<file path="src/design/pipt_pkg.sv">
// shared constants for the point-in-polygon test core
// no dependencies; imported by point_in_polygon_test_core
package pipt_pkg;

  // polygon table geometry and coordinate format
  localparam int MAX_VERTICES = 64;
  localparam int COORD_BITS   = 16;

  // fixed field widths of the interface
  localparam int VIDX_W = 6;
  localparam int CFG_W  = 7;

  // derived widths
  localparam int IDX_W  = $clog2(MAX_VERTICES);
  localparam int CNT_W  = $clog2(MAX_VERTICES + 1);
  localparam int DIFF_W = COORD_BITS + 1;
  localparam int PROD_W = 2 * DIFF_W;
  localparam int ENTRY_W = 2 * COORD_BITS;

  // operation codes of an input transaction
  localparam logic OP_WRITE = 1'b0;
  localparam logic OP_QUERY = 1'b1;

endpackage

</file>
<file path="src/design/point_in_polygon_test_core.sv">
// point-in-polygon test core: vertex table, edge walk sequencer, shared multiplier
// depends on pipt_pkg and pipt_ram
//
// Usage: one input channel (in_valid / in_stall) carries either a vertex
// write (in_op = 0: in_vertex_index, in_vertex_x, in_vertex_y) or a query
// (in_op = 1: in_point_x, in_point_y). A vertex write gives no result. A query
// gives one result transaction on the output channel (out_valid / out_stall)
// with out_inside_res = 1 when the point lies inside the polygon by the
// even-odd rule.
// The vertex count is written on the cfg channel (cfg_valid / cfg_ready /
// cfg_data); the user must write it only while the core is idle; the core
// does not enforce this, and cfg_ready is always high. A query loads vertex
// 0, then walks the edges: an edge that does not straddle the query y takes
// only the load step, one that does also passes the multiply steps and the
// compare step; a query with a vertex count of zero skips the walk.
// The edge loop reads one vertex per cycle from the table ram, holding while a
// straddling edge is worked; one signed 17x17 multiplier does both cross products.
// in_stall is high while a query is in flight; a finished result sits in
// the output register, so the next transaction is taken while it waits.
// Reset clears the vertex count to zero and empties the output register;
// the vertex table keeps unknown contents until written.
module point_in_polygon_test_core
  import pipt_pkg::*;
(
  input  logic                         clk,
  input  logic                         rst_n,
  // input channel
  input  logic                         in_valid,
  output logic                         in_stall,
  input  logic                         in_op,
  input  logic [VIDX_W-1:0]            in_vertex_index,
  input  logic signed [COORD_BITS-1:0] in_vertex_x,
  input  logic signed [COORD_BITS-1:0] in_vertex_y,
  input  logic signed [COORD_BITS-1:0] in_point_x,
  input  logic signed [COORD_BITS-1:0] in_point_y,
  // result channel
  output logic                         out_valid,
  input  logic                         out_stall,
  output logic                         out_inside_res,
  // configuration channel
  input  logic                         cfg_valid,
  output logic                         cfg_ready,
  input  logic [CFG_W-1:0]             cfg_data
);

  typedef enum logic [4:0] {
    ST_IDLE  = 5'b00001,
    ST_LOAD  = 5'b00010,
    ST_MUL_A = 5'b00100,
    ST_MUL_B = 5'b01000,
    ST_CMP   = 5'b10000
  } state_t;

  state_t state_r, state_nxt;
  logic   done_r, done_nxt;

  logic [CFG_W-1:0] count_r;
  logic [CNT_W-1:0] n_r, n_nxt;
  logic [CNT_W-1:0] k_r, k_nxt;
  logic             odd_r, odd_nxt;

  logic signed [COORD_BITS-1:0] px_r, py_r, px_nxt, py_nxt;
  logic signed [COORD_BITS-1:0] first_x_r, first_y_r, first_x_nxt, first_y_nxt;
  logic signed [COORD_BITS-1:0] prev_x_r, prev_y_r, prev_x_nxt, prev_y_nxt;
  logic signed [COORD_BITS-1:0] cur_x, cur_y, rd_x, rd_y;

  logic signed [DIFF_W-1:0] da_r, db_r, dc_r, ddy_r;
  logic signed [DIFF_W-1:0] da_nxt, db_nxt, dc_nxt, ddy_nxt;
  logic signed [DIFF_W-1:0] mul_op_a, mul_op_b;
  logic signed [PROD_W-1:0] mul_r, lhs_r, mul_nxt, lhs_nxt;

  logic               out_valid_r, out_valid_nxt;
  logic               out_inside_r, out_inside_nxt;

  logic               in_accept, wr_en, straddle, crosses, out_free;
  logic [IDX_W-1:0]   wr_addr, rd_addr;
  logic [ENTRY_W-1:0] rd_data;

  // vertex table, one entry holds {x, y}
  pipt_ram #(
    .WIDTH (ENTRY_W),
    .DEPTH (MAX_VERTICES)
  ) u_table (
    .clk     (clk),
    .wr_en   (wr_en),
    .wr_addr (wr_addr),
    .wr_data ({in_vertex_x, in_vertex_y}),
    .rd_addr (rd_addr),
    .rd_data (rd_data)
  );

  // handshake and port drive
  assign in_stall       = (state_r != ST_IDLE) || done_r;
  assign in_accept      = in_valid && !in_stall;
  assign cfg_ready      = 1'b1;
  assign out_valid      = out_valid_r;
  assign out_inside_res = out_inside_r;
  assign out_free       = !out_valid_r || !out_stall;

  // vertex writes beyond the table are dropped
  assign wr_en   = in_accept && (in_op == OP_WRITE) && (int'(in_vertex_index) < MAX_VERTICES);
  assign wr_addr = IDX_W'(in_vertex_index);

  // the address always follows the next edge index, so read data matches k_r
  assign rd_addr = k_nxt[IDX_W-1:0];
  assign rd_x    = rd_data[ENTRY_W-1:COORD_BITS];
  assign rd_y    = rd_data[COORD_BITS-1:0];

  // far end of the current edge, the closing edge wraps to vertex 0
  assign cur_x = (k_r == n_r) ? first_x_r : rd_x;
  assign cur_y = (k_r == n_r) ? first_y_r : rd_y;

  // half-open straddle test against the query y
  assign straddle = ((prev_y_r < py_r) && (cur_y >= py_r)) ||
                    ((cur_y < py_r) && (prev_y_r >= py_r));

  // shared multiplier operand select
  assign mul_op_a = (state_r == ST_MUL_A) ? da_r : dc_r;
  assign mul_op_b = (state_r == ST_MUL_A) ? db_r : ddy_r;

  // crossing lies left of the query point, direction set by the sign of dy
  assign crosses = ddy_r[DIFF_W-1] ? (mul_r < lhs_r) : (lhs_r < mul_r);

  // sequencer
  always_comb begin
    state_nxt      = state_r;
    done_nxt       = done_r;
    n_nxt          = n_r;
    k_nxt          = k_r;
    odd_nxt        = odd_r;
    px_nxt         = px_r;
    py_nxt         = py_r;
    first_x_nxt    = first_x_r;
    first_y_nxt    = first_y_r;
    prev_x_nxt     = prev_x_r;
    prev_y_nxt     = prev_y_r;
    da_nxt         = da_r;
    db_nxt         = db_r;
    dc_nxt         = dc_r;
    ddy_nxt        = ddy_r;
    mul_nxt        = mul_r;
    lhs_nxt        = lhs_r;
    out_valid_nxt  = out_valid_r && out_stall;
    out_inside_nxt = out_inside_r;

    unique case (state_r)
      ST_IDLE: begin
        if (done_r) begin
          // hand the parity to the output register once it is free
          if (out_free) begin
            out_valid_nxt  = 1'b1;
            out_inside_nxt = odd_r;
            done_nxt       = 1'b0;
          end
        end else if (in_accept && (in_op == OP_QUERY)) begin
          px_nxt  = in_point_x;
          py_nxt  = in_point_y;
          odd_nxt = 1'b0;
          k_nxt   = '0;
          n_nxt   = (int'(count_r) > MAX_VERTICES) ? CNT_W'(MAX_VERTICES) : CNT_W'(count_r);
          if (count_r == '0) begin
            done_nxt = 1'b1;
          end else begin
            state_nxt = ST_LOAD;
          end
        end
      end
      ST_LOAD: begin
        if (k_r == '0) begin
          // vertex 0 opens the walk and closes it again at the end
          first_x_nxt = rd_x;
          first_y_nxt = rd_y;
          prev_x_nxt  = rd_x;
          prev_y_nxt  = rd_y;
          k_nxt       = k_r + 1'b1;
        end else begin
          da_nxt  = DIFF_W'(py_r) - DIFF_W'(prev_y_r);
          db_nxt  = DIFF_W'(cur_x) - DIFF_W'(prev_x_r);
          dc_nxt  = DIFF_W'(px_r) - DIFF_W'(prev_x_r);
          ddy_nxt = DIFF_W'(cur_y) - DIFF_W'(prev_y_r);
          prev_x_nxt = cur_x;
          prev_y_nxt = cur_y;
          if (straddle) begin
            state_nxt = ST_MUL_A;
          end else if (k_r == n_r) begin
            state_nxt = ST_IDLE;
            done_nxt  = 1'b1;
          end else begin
            k_nxt = k_r + 1'b1;
          end
        end
      end
      ST_MUL_A: begin
        mul_nxt   = mul_op_a * mul_op_b;
        state_nxt = ST_MUL_B;
      end
      ST_MUL_B: begin
        lhs_nxt   = mul_r;
        mul_nxt   = mul_op_a * mul_op_b;
        state_nxt = ST_CMP;
      end
      ST_CMP: begin
        if (crosses) begin
          odd_nxt = !odd_r;
        end
        if (k_r == n_r) begin
          state_nxt = ST_IDLE;
          done_nxt  = 1'b1;
        end else begin
          k_nxt     = k_r + 1'b1;
          state_nxt = ST_LOAD;
        end
      end
      default: begin
        state_nxt = ST_IDLE;
      end
    endcase
  end

  // control registers
  always_ff @(posedge clk) begin
    if (!rst_n) begin
      state_r     <= ST_IDLE;
      done_r      <= 1'b0;
      out_valid_r <= 1'b0;
      count_r     <= '0;
      k_r         <= '0;
    end else begin
      state_r     <= state_nxt;
      done_r      <= done_nxt;
      out_valid_r <= out_valid_nxt;
      k_r         <= k_nxt;
      if (cfg_valid && cfg_ready) begin
        count_r <= cfg_data;
      end
    end
  end

  // datapath registers
  always_ff @(posedge clk) begin
    n_r          <= n_nxt;
    odd_r        <= odd_nxt;
    px_r         <= px_nxt;
    py_r         <= py_nxt;
    first_x_r    <= first_x_nxt;
    first_y_r    <= first_y_nxt;
    prev_x_r     <= prev_x_nxt;
    prev_y_r     <= prev_y_nxt;
    da_r         <= da_nxt;
    db_r         <= db_nxt;
    dc_r         <= dc_nxt;
    ddy_r        <= ddy_nxt;
    mul_r        <= mul_nxt;
    lhs_r        <= lhs_nxt;
    out_inside_r <= out_inside_nxt;
  end

`ifndef ASSERT_OFF
  // the edge index never runs past the vertex count
  a_k_in_range: assert property (@(posedge clk) disable iff (!rst_n)
    (state_r != ST_IDLE) |-> (k_r <= n_r))
    else $error("edge index beyond vertex count");

  // a query transaction holds the input side off on the next cycle
  a_query_stalls: assert property (@(posedge clk) disable iff (!rst_n)
    (in_accept && (in_op == OP_QUERY)) |=> in_stall)
    else $error("query accepted without stalling the input");

  // a vertex write keeps the core ready for the next transaction
  a_write_idle: assert property (@(posedge clk) disable iff (!rst_n)
    (in_accept && (in_op == OP_WRITE)) |=> !in_stall)
    else $error("vertex write left the core busy");

  // a result only appears after the walk has finished
  a_result_from_done: assert property (@(posedge clk) disable iff (!rst_n)
    $rose(out_valid_r) |-> $past(done_r))
    else $error("result issued without a finished walk");
`endif

endmodule

</file>
<file path="src/design/pipt_ram.sv">
// generic single-port-write, single-port-read ram with registered read data
// no dependencies; holds the polygon vertex table
module pipt_ram #(
  parameter int WIDTH = 32,
  parameter int DEPTH = 64
) (
  input  logic                     clk,
  input  logic                     wr_en,
  input  logic [$clog2(DEPTH)-1:0] wr_addr,
  input  logic [WIDTH-1:0]         wr_data,
  input  logic [$clog2(DEPTH)-1:0] rd_addr,
  output logic [WIDTH-1:0]         rd_data
);

  logic [WIDTH-1:0] mem [DEPTH];

  // write port
  always_ff @(posedge clk) begin
    if (wr_en) begin
      mem[wr_addr] <= wr_data;
    end
  end

  // registered read port
  always_ff @(posedge clk) begin
    rd_data <= mem[rd_addr];
  end

endmodule
</file>
<file path="config.mk">
export PLATFORM = sky130hd
export DESIGN_NAME = point_in_polygon_test_core
export DESIGN_NICKNAME = d
export VERILOG_FILES = /design/src/design/pipt_pkg.sv /design/src/design/point_in_polygon_test_core.sv /design/src/design/pipt_ram.sv
export SDC_FILE = /design/constraint.sdc
export NUM_CORES = 2
export LEC_CHECK = 0
export BUFFER_PORTS_ARGS = -buffer_cell sky130_fd_sc_hd__buf_2
export CAP_MARGIN = 30
export CELL_PAD_IN_SITES_DETAIL_PLACEMENT = 2
export CELL_PAD_IN_SITES_GLOBAL_PLACEMENT = 2
export CORE_MARGIN = 2
export CORE_UTILIZATION = 25
export CTS_CLUSTER_SIZE = 12
export DETAILED_ROUTE_END_ITERATION = 8
export MAX_ROUTING_LAYER = met4
export PLACE_DENSITY_LB_ADDON = 0.08
export SYNTH_ARGS = -nofsm -noshare
export SYNTH_HDL_FRONTEND = slang
export SYNTH_SLANG_ARGS = --single-unit
</file>
<file path="constraint.sdc">
create_clock -name clk -period 18.1 [get_ports clk]
set_input_delay 2.715 -clock clk [delete_from_list [all_inputs] [get_ports clk]]
set_output_delay 2.715 -clock clk [all_outputs]
set_load 0.01 [all_outputs]
</file>
* Word-level counts from Yosys, hierarchy flattened
Memory sizes are Yosys's and may differ from the RTL's. A register that Yosys moved wholly into a read port is not among the register bits.
Cells that the tools add are included.
** Cells by class
- Mux-type cells :: 38
- Reductions and logical operators :: 26
- $add $sub $neg :: 5
- $lt $le $gt $ge :: 7
- Bitwise logic cells :: 3
- Equality and inequality tests :: 15
- Multiply operators :: 1
** Operators with widths (number)
- 34-bit less-than comparator :: 2
- 16-bit by 16-bit subtractor with 17-bit output :: 4
- 16-bit 2-to-1 mux :: 4
- 7-bit 2-to-1 mux :: 5
- 17-bit by 17-bit multiplier with 34-bit output :: 1
- 17-bit 2-to-1 mux :: 2
- 16-bit greater-or-equal comparator :: 2
- 16-bit less-than comparator :: 2
- 5-bit 2-to-1 mux :: 6
- 5-bit case mux with 5 select lines :: 1
- 7-bit case mux with 3 select lines :: 1
- 1-bit 2-to-1 mux :: 16
- 7-bit logical NOT :: 2
- 2-bit inequality test, second input constant :: 6
- 3-bit AND reduction :: 3
- 4-bit AND reduction :: 2
- 7-bit by 1-bit adder with 7-bit output, second input constant :: 1
- 7-bit equality test :: 1
- 7-bit greater-than comparator, second input constant :: 1
- 1-bit logical AND :: 6
- 3-bit inequality test, second input constant :: 2
- 5-bit by 1-bit equality test with 1-bit output, second input constant :: 1
- 5-bit by 2-bit equality test with 1-bit output, second input constant :: 1
- 5-bit by 3-bit equality test with 1-bit output, second input constant :: 1
- other kinds (14) :: 22
** Storage, ports and cells
- Memories kept :: 1
- Input bits :: 83
- Bits in writable memories :: 2048
- Logic and storage cells :: 117
- Bits in registers :: 262
** Memory list
- u_table.mem :: words 64, bits a word 32, read ports 1, clocked after Yosys merged registers in 1, write ports 1, RTL line pipt_ram.sv:15 : logic [WIDTH-1:0] mem [DEPTH];

* Longest topological paths before layout
- Depth after elaboration :: 8
- Depth in mapped cells :: 33
- Gate-level depth less buffers :: 29

* Modules after synthesis
A second synthesis with hierarchy kept.
** Second synthesis, totals
- Cell total of the unflattened synthesis :: 5694
- Area total of the unflattened synthesis :: 103509.3 sq um
** By module, submodules not included
- pipt_ram :: area each 78512.8 sq um, instances 1, cells each 3324
- point_in_polygon_test_core :: area each 24996.5 sq um, instances 1, cells each 2370

* Worst setup path after synthesis
No wires, ideal clock.
- Path type :: register -> register
- Start point :: register state_r[1]
- End point :: register mul_r[33] (data pin)
- Arrival time :: 7291 ps
- Stages on the path, launching flop included :: 29
- Required time :: 17840 ps
- Setup slack :: 10549 ps
- Clock period less this slack :: 7551 ps
- Buffers on the path :: 3
- Cells stage by stage :: dfxtp_1 nor2_1 nand3_1 clkbuf_1 buf_1 buf_1 mux2i_1 nor2_1 fa_1 inv_1 fa_1 fa_1 fa_1 inv_1 fa_1 inv_1 fa_1 inv_1 ha_1 a21o_1 a21oi_1 o21ai_0 a21oi_1 o21ai_0 a31o_2 o21ai_0 o31ai_1 a21oi_1 xnor2_1
** Between the ends
- Longest elaborated chain between the ends :: 3
- Elaborated cells between the ends (all ways) :: 4
- Those cells by class :: mul: 1; eq/ne: 1; mux: 2
** RTL lines
- from (decl) :: RTL line point_in_polygon_test_core.sv:54 : state_t state_r, state_nxt;
- from (signal assigned) :: RTL line point_in_polygon_test_core.sv:229 : state_r <= state_nxt;
- 5-bit by 3-bit equality test with 1-bit output * :: RTL line point_in_polygon_test_core.sv:118, point_in_polygon_test_core.sv:119, point_in_polygon_test_core.sv:146
- 17-bit 2-to-1 mux (on tied branches) :: RTL line point_in_polygon_test_core.sv:118, point_in_polygon_test_core.sv:119
- 17-bit by 17-bit multiplier with 34-bit output * :: RTL line point_in_polygon_test_core.sv:194, point_in_polygon_test_core.sv:199
- to (signal assigned) :: RTL line point_in_polygon_test_core.sv:253 : mul_r <= mul_nxt;
- to (decl) :: RTL line point_in_polygon_test_core.sv:70 : logic signed [PROD_W-1:0] mul_r, lhs_r, mul_nxt, lhs_nxt;
Every way passes the cells marked *; elsewhere a longest branch is shown, timed or not.
A chain may end at the register's enable or synchronous reset.

* Final worst setup path
- Start point :: register k_r[2]
- End point :: register u_table.rd_data[1] (read register of u_table.mem)
** Between the ends
- Longest elaborated chain between the ends :: 8
- Elaborated cells between the ends (all ways) :: 15
- Those cells by class :: add/sub: 1; order compare: 2; eq/ne: 1; mux: 7; reduce/logical: 4
** RTL lines
- from (decl) :: RTL line point_in_polygon_test_core.sv:59 : logic [CNT_W-1:0] k_r, k_nxt;
- from (signal assigned) :: RTL line point_in_polygon_test_core.sv:232 : k_r <= k_nxt;
- 7-bit equality test :: RTL line point_in_polygon_test_core.sv:111, point_in_polygon_test_core.sv:185, point_in_polygon_test_core.sv:206
- 16-bit 2-to-1 mux :: RTL line point_in_polygon_test_core.sv:111 : assign cur_y = (k_r == n_r) ? first_y_r : rd_y;
- 16-bit greater-or-equal comparator or 16-bit less-than comparator (tied branches) :: RTL line point_in_polygon_test_core.sv:114, point_in_polygon_test_core.sv:115
- 1-bit logical AND (on tied branches) :: RTL line point_in_polygon_test_core.sv:114, point_in_polygon_test_core.sv:115
- 1-bit logical OR :: RTL line point_in_polygon_test_core.sv:114 : assign straddle = ((prev_y_r < py_r) && (cur_y >= py_r)) ||
- 7-bit 2-to-1 mux :: RTL line point_in_polygon_test_core.sv:183 : if (straddle) begin
- 7-bit 2-to-1 mux :: RTL line point_in_polygon_test_core.sv:169 : if (k_r == '0) begin
- 7-bit case mux with 3 select lines * :: RTL line point_in_polygon_test_core.sv:146 : unique case (state_r)
- to (decl) :: RTL line pipt_ram.sv:12 : output logic [WIDTH-1:0] rd_data
Every way passes the cells marked *; elsewhere a longest branch is shown, timed or not. The select of a mux whose other input is x is not followed.

==> run_results.csv <==
group,metric,value,unit
synthesis,synth_most_common_cell,"edfxtp_1",
flow_run,maxCapViolations,0,
sta,layout_min_cycle_time,9.09,ns
sta,slew_violations,0,
clock_tree,htree_levels,5,
clock_tree,clk_latency,0.95,ns
setup_path,reg2reg_from,"k_r[2]",
synthesis,yosys.area.top_type,"edfxtp_1",
drt,firstDrtPassIters,9,
sta,fin_crit_sh,0.502,
synthesis,synth.top_cell.area_share,0.647,
synthesis,synthCells,8437,
power_and_ir_drop,cellPowerDensity,110,mW/mm²
floorplanning,die_h,656,µm
layout,area_growth,17.1,%
setup_path,end_kind,"register",
synthesis,synthesis.nets,9021,
setup_path,cpMostUsedCell,"buf_4",
synthesis,synth_edf_count,2289,
setup_path,rr_worst_depth,24,
clock_tree,clkTransAtPathRegs,0.06,ns
floorplanning,die_area,0.430,mm²
setup_path,path_cells,"xor2_1 > nor4_1 > nand4_1 > buf_4 > buf_4 > mux2_2 > ha_1 > nor2b_1 > o211a_1 > o21a_1 > or4_1 > nand4_1 > a21oi_1 > o41ai_4 > buf_12 > buf_4 > buf_4 > buf_4 > nand3_1 > a21oi_1 > nor3_1 > a2111oi_2 > buf_4 > nand4_1",
sta,setup_violations,0,
sta,max_freq,110,MHz
drt,wl,471,mm
power_and_ir_drop,p_leak,44.6,nW
drt,via_count,71500,
clock_tree,postCtsHoldBufs,0,
min_path,hp-start,"mul_r[22]",
drt,wl_per_cell,32.3,µm
synthesis,synthDistinctLibCells,90,
grt,grt_pass1_vias,76400,
min_path,worstHoldPathType,"reg2reg",
status,status,"finished, violations left",
clock_tree,post_cts_buffers,0,
floorplanning,io_pins,87,
min_path,min_path_cells,0,
synthesis,synthFlopType,"edfxtp_1",
sta,hold_viol_final,0,
setup_path,cp_data_arrival_time,9.59,ns
setup_path,crit_type,"reg2reg",
floorplanning,row_count,239,
grt,grt_pass1_wl,647,mm
drt,drt-initial-drc-count,5729,
layout,layout.nets,9236,
status,failed_checks,"design-rule violations",
power_and_ir_drop,vdd_ir_drop_max,66.3,µV
clock_tree,cts.sinks,2342,
place,io_buffer_count,85,
setup_path,max_stage_delay,0.63,ns
floorplanning,core,0.423,mm²
clock_tree,cts_made_buffers,298,
grt,grt.overflow.total,0,
synthesis,synth.area.top_cells,"edfxtp_1, nand2_1, fa_1",
drt,vias_per_cell,4.91,
sta,slew-limit-headroom,0.259,
synthesis,synth_commonest_cells,"edfxtp_1, nand2_1, inv_1, nand3_1, nor2_1",
synthesis,ys_async_sr_fraction,0,
sta,tightest_slew,1.08,ns
sta,hold-worst-slack,0.441,ns
synthesis,netlist_area,0.106,mm²
synthesis,ys_ff_latch,2342,
sta,fin_skew,0.106,ns
setup_path,cp-start-kind,"register",
clock_tree,cts_tree,"done",
synthesis,ys_seq_area_frac,0.657,
setup_path,crit_fanout,97,
setup_path,cp_data_required_time,18.60,ns
clock_tree,cts_resized,0,
clock_tree,clk_path_buf_depth,4,
synthesis,synth-warning-count,0,
grt,grt_usage,0.221,
place,gp_congestion,0.792,
synthesis,syn_area_per_cell,12.6,µm²
setup_path,slowest_stage,"nand4_1",
grt,antenna_found_initial,74,
drt,ant_nets,0,
floorplanning,die_w,656,µm
setup_path,crit_start,"k_r[2]",
layout,drive_gt1_frac,0.109,
clock_tree,cts-root-buf,"clkbuf_16",
floorplanning,start_util,0.251,
sta,tns,0,ns
sta,rsz0062_at_grt,"no",
place,hpwl,291,mm
grt,grt_max_degree,141,
drt,drcViolationCount,21,
critical path: cells and delay by family, from the launching register on:
family,cells,cell delay [ns]
muxes,1,0.45
and+or+nand+nor,8,2.06
DFF,1,0.53
adders and majority gates,1,0.29
xor gates and xnor gates,1,0.21
buffers and inverters,7,3.22
AOI/OAI and AO/OA,6,1.77
routing by layer:
metal	GRT usage	routed length (µm)	vias to the layer above
met5	-	0	-
met4	0.0460	10300	0
met3	0.0202	16500	510
met2	0.372	232000	1343
met1	0.290	212000	39000
li1	-	-	30700
per-stage QoR:
step	worst slack [ns]	power [W]	instances	util	instance area, µm²
floorplan	10.55	0.00719	8437	-	106000
global placement	5.81	0.00786	14000	0.270	114000
detailed placement	8.92	0.00789	14000	0.271	115000
CTS	8.94	0.0139	14600	0.293	124000
global route	8.63	0.0142	14600	0.294	124000
finish	9.01	0.0137	14600	0.294	124000
flip-flops by register name, indices dropped and copies added, names as in the netlist, 16 cells and up:
signal and count:
u_table.mem 2048, px_r 16, py_r 16, da_r 17, prev_x_r 16, dc_r 17, lhs_r 34, u_table.rd_data 32
mul_r 34, ddy_r 17, first_x_r 16, db_r 17, first_y_r 16, prev_y_r 16
kinds of logic after synthesis:
family                   count (synthesis)  synth area share
multiplexers                           147            0.0161
AO/OA/AOI/OAI                          997            0.0632
AND/OR/NAND/NOR                       3477             0.141
XOR/XNOR                                70           0.00577
adder cells (fa/ha/maj)                501            0.0802
flip-flops                            2342             0.657
other                                    1         0.0000353
buffers and inverters                  902            0.0364
where the power goes:
group / switching (W) / leakage [nW] / internal (W)
Sequential: 0.0000693 / 21.0 / 0.00605
Clock: 0.00250 / 4.60 / 0.00341
Combinational: 0.00114 / 19.0 / 0.000484
area by class of cell:
cell class / instances / area [µm²]
multi-input combinational: 5193 / 33300
inverter: 455 / 1710
antenna: 17 / 42.5
timing repair buffer: 362 / 3000
sequential: 2342 / 69800
tap: 5663 / 7090
clock buffer: 389 / 8010
fill: 44600 / 299000
clock inverter: 154 / 1410
worst paths after layout:
kind | endpoint | slack [ns]
min reg2reg | lhs_r[22] | 0.44
max reg2reg | u_table.rd_data[1] | 9.01
min | lhs_r[22] | 0.44
max | u_table.rd_data[1] | 9.01
cells in the final DEF, fill, tap and decap left out, types with 31 or more instances in the layout:
cell	n
inv_1	453
nand2_1	2095
a311oi_1	134
nand3_1	429
a22oi_1	31
clkinv_2	43
nand4_1	56
o21ai_0	149
a32oi_1	34
buf_4	237
xnor2_1	51
mux2_2	59
fa_1	300
nor2_4	70
mux2i_1	62
buf_2	85
nor2_1	359
ha_1	201
and3_1	289
edfxtp_1	2289
a31oi_1	190
dfxtp_1	53
a21oi_1	222
nor2b_1	33
a21o_1	53
clkbuf_1	77
clkinv_1	65
clkbuf_16	304
Note: power is estimated with default switching activity, not from simulation.
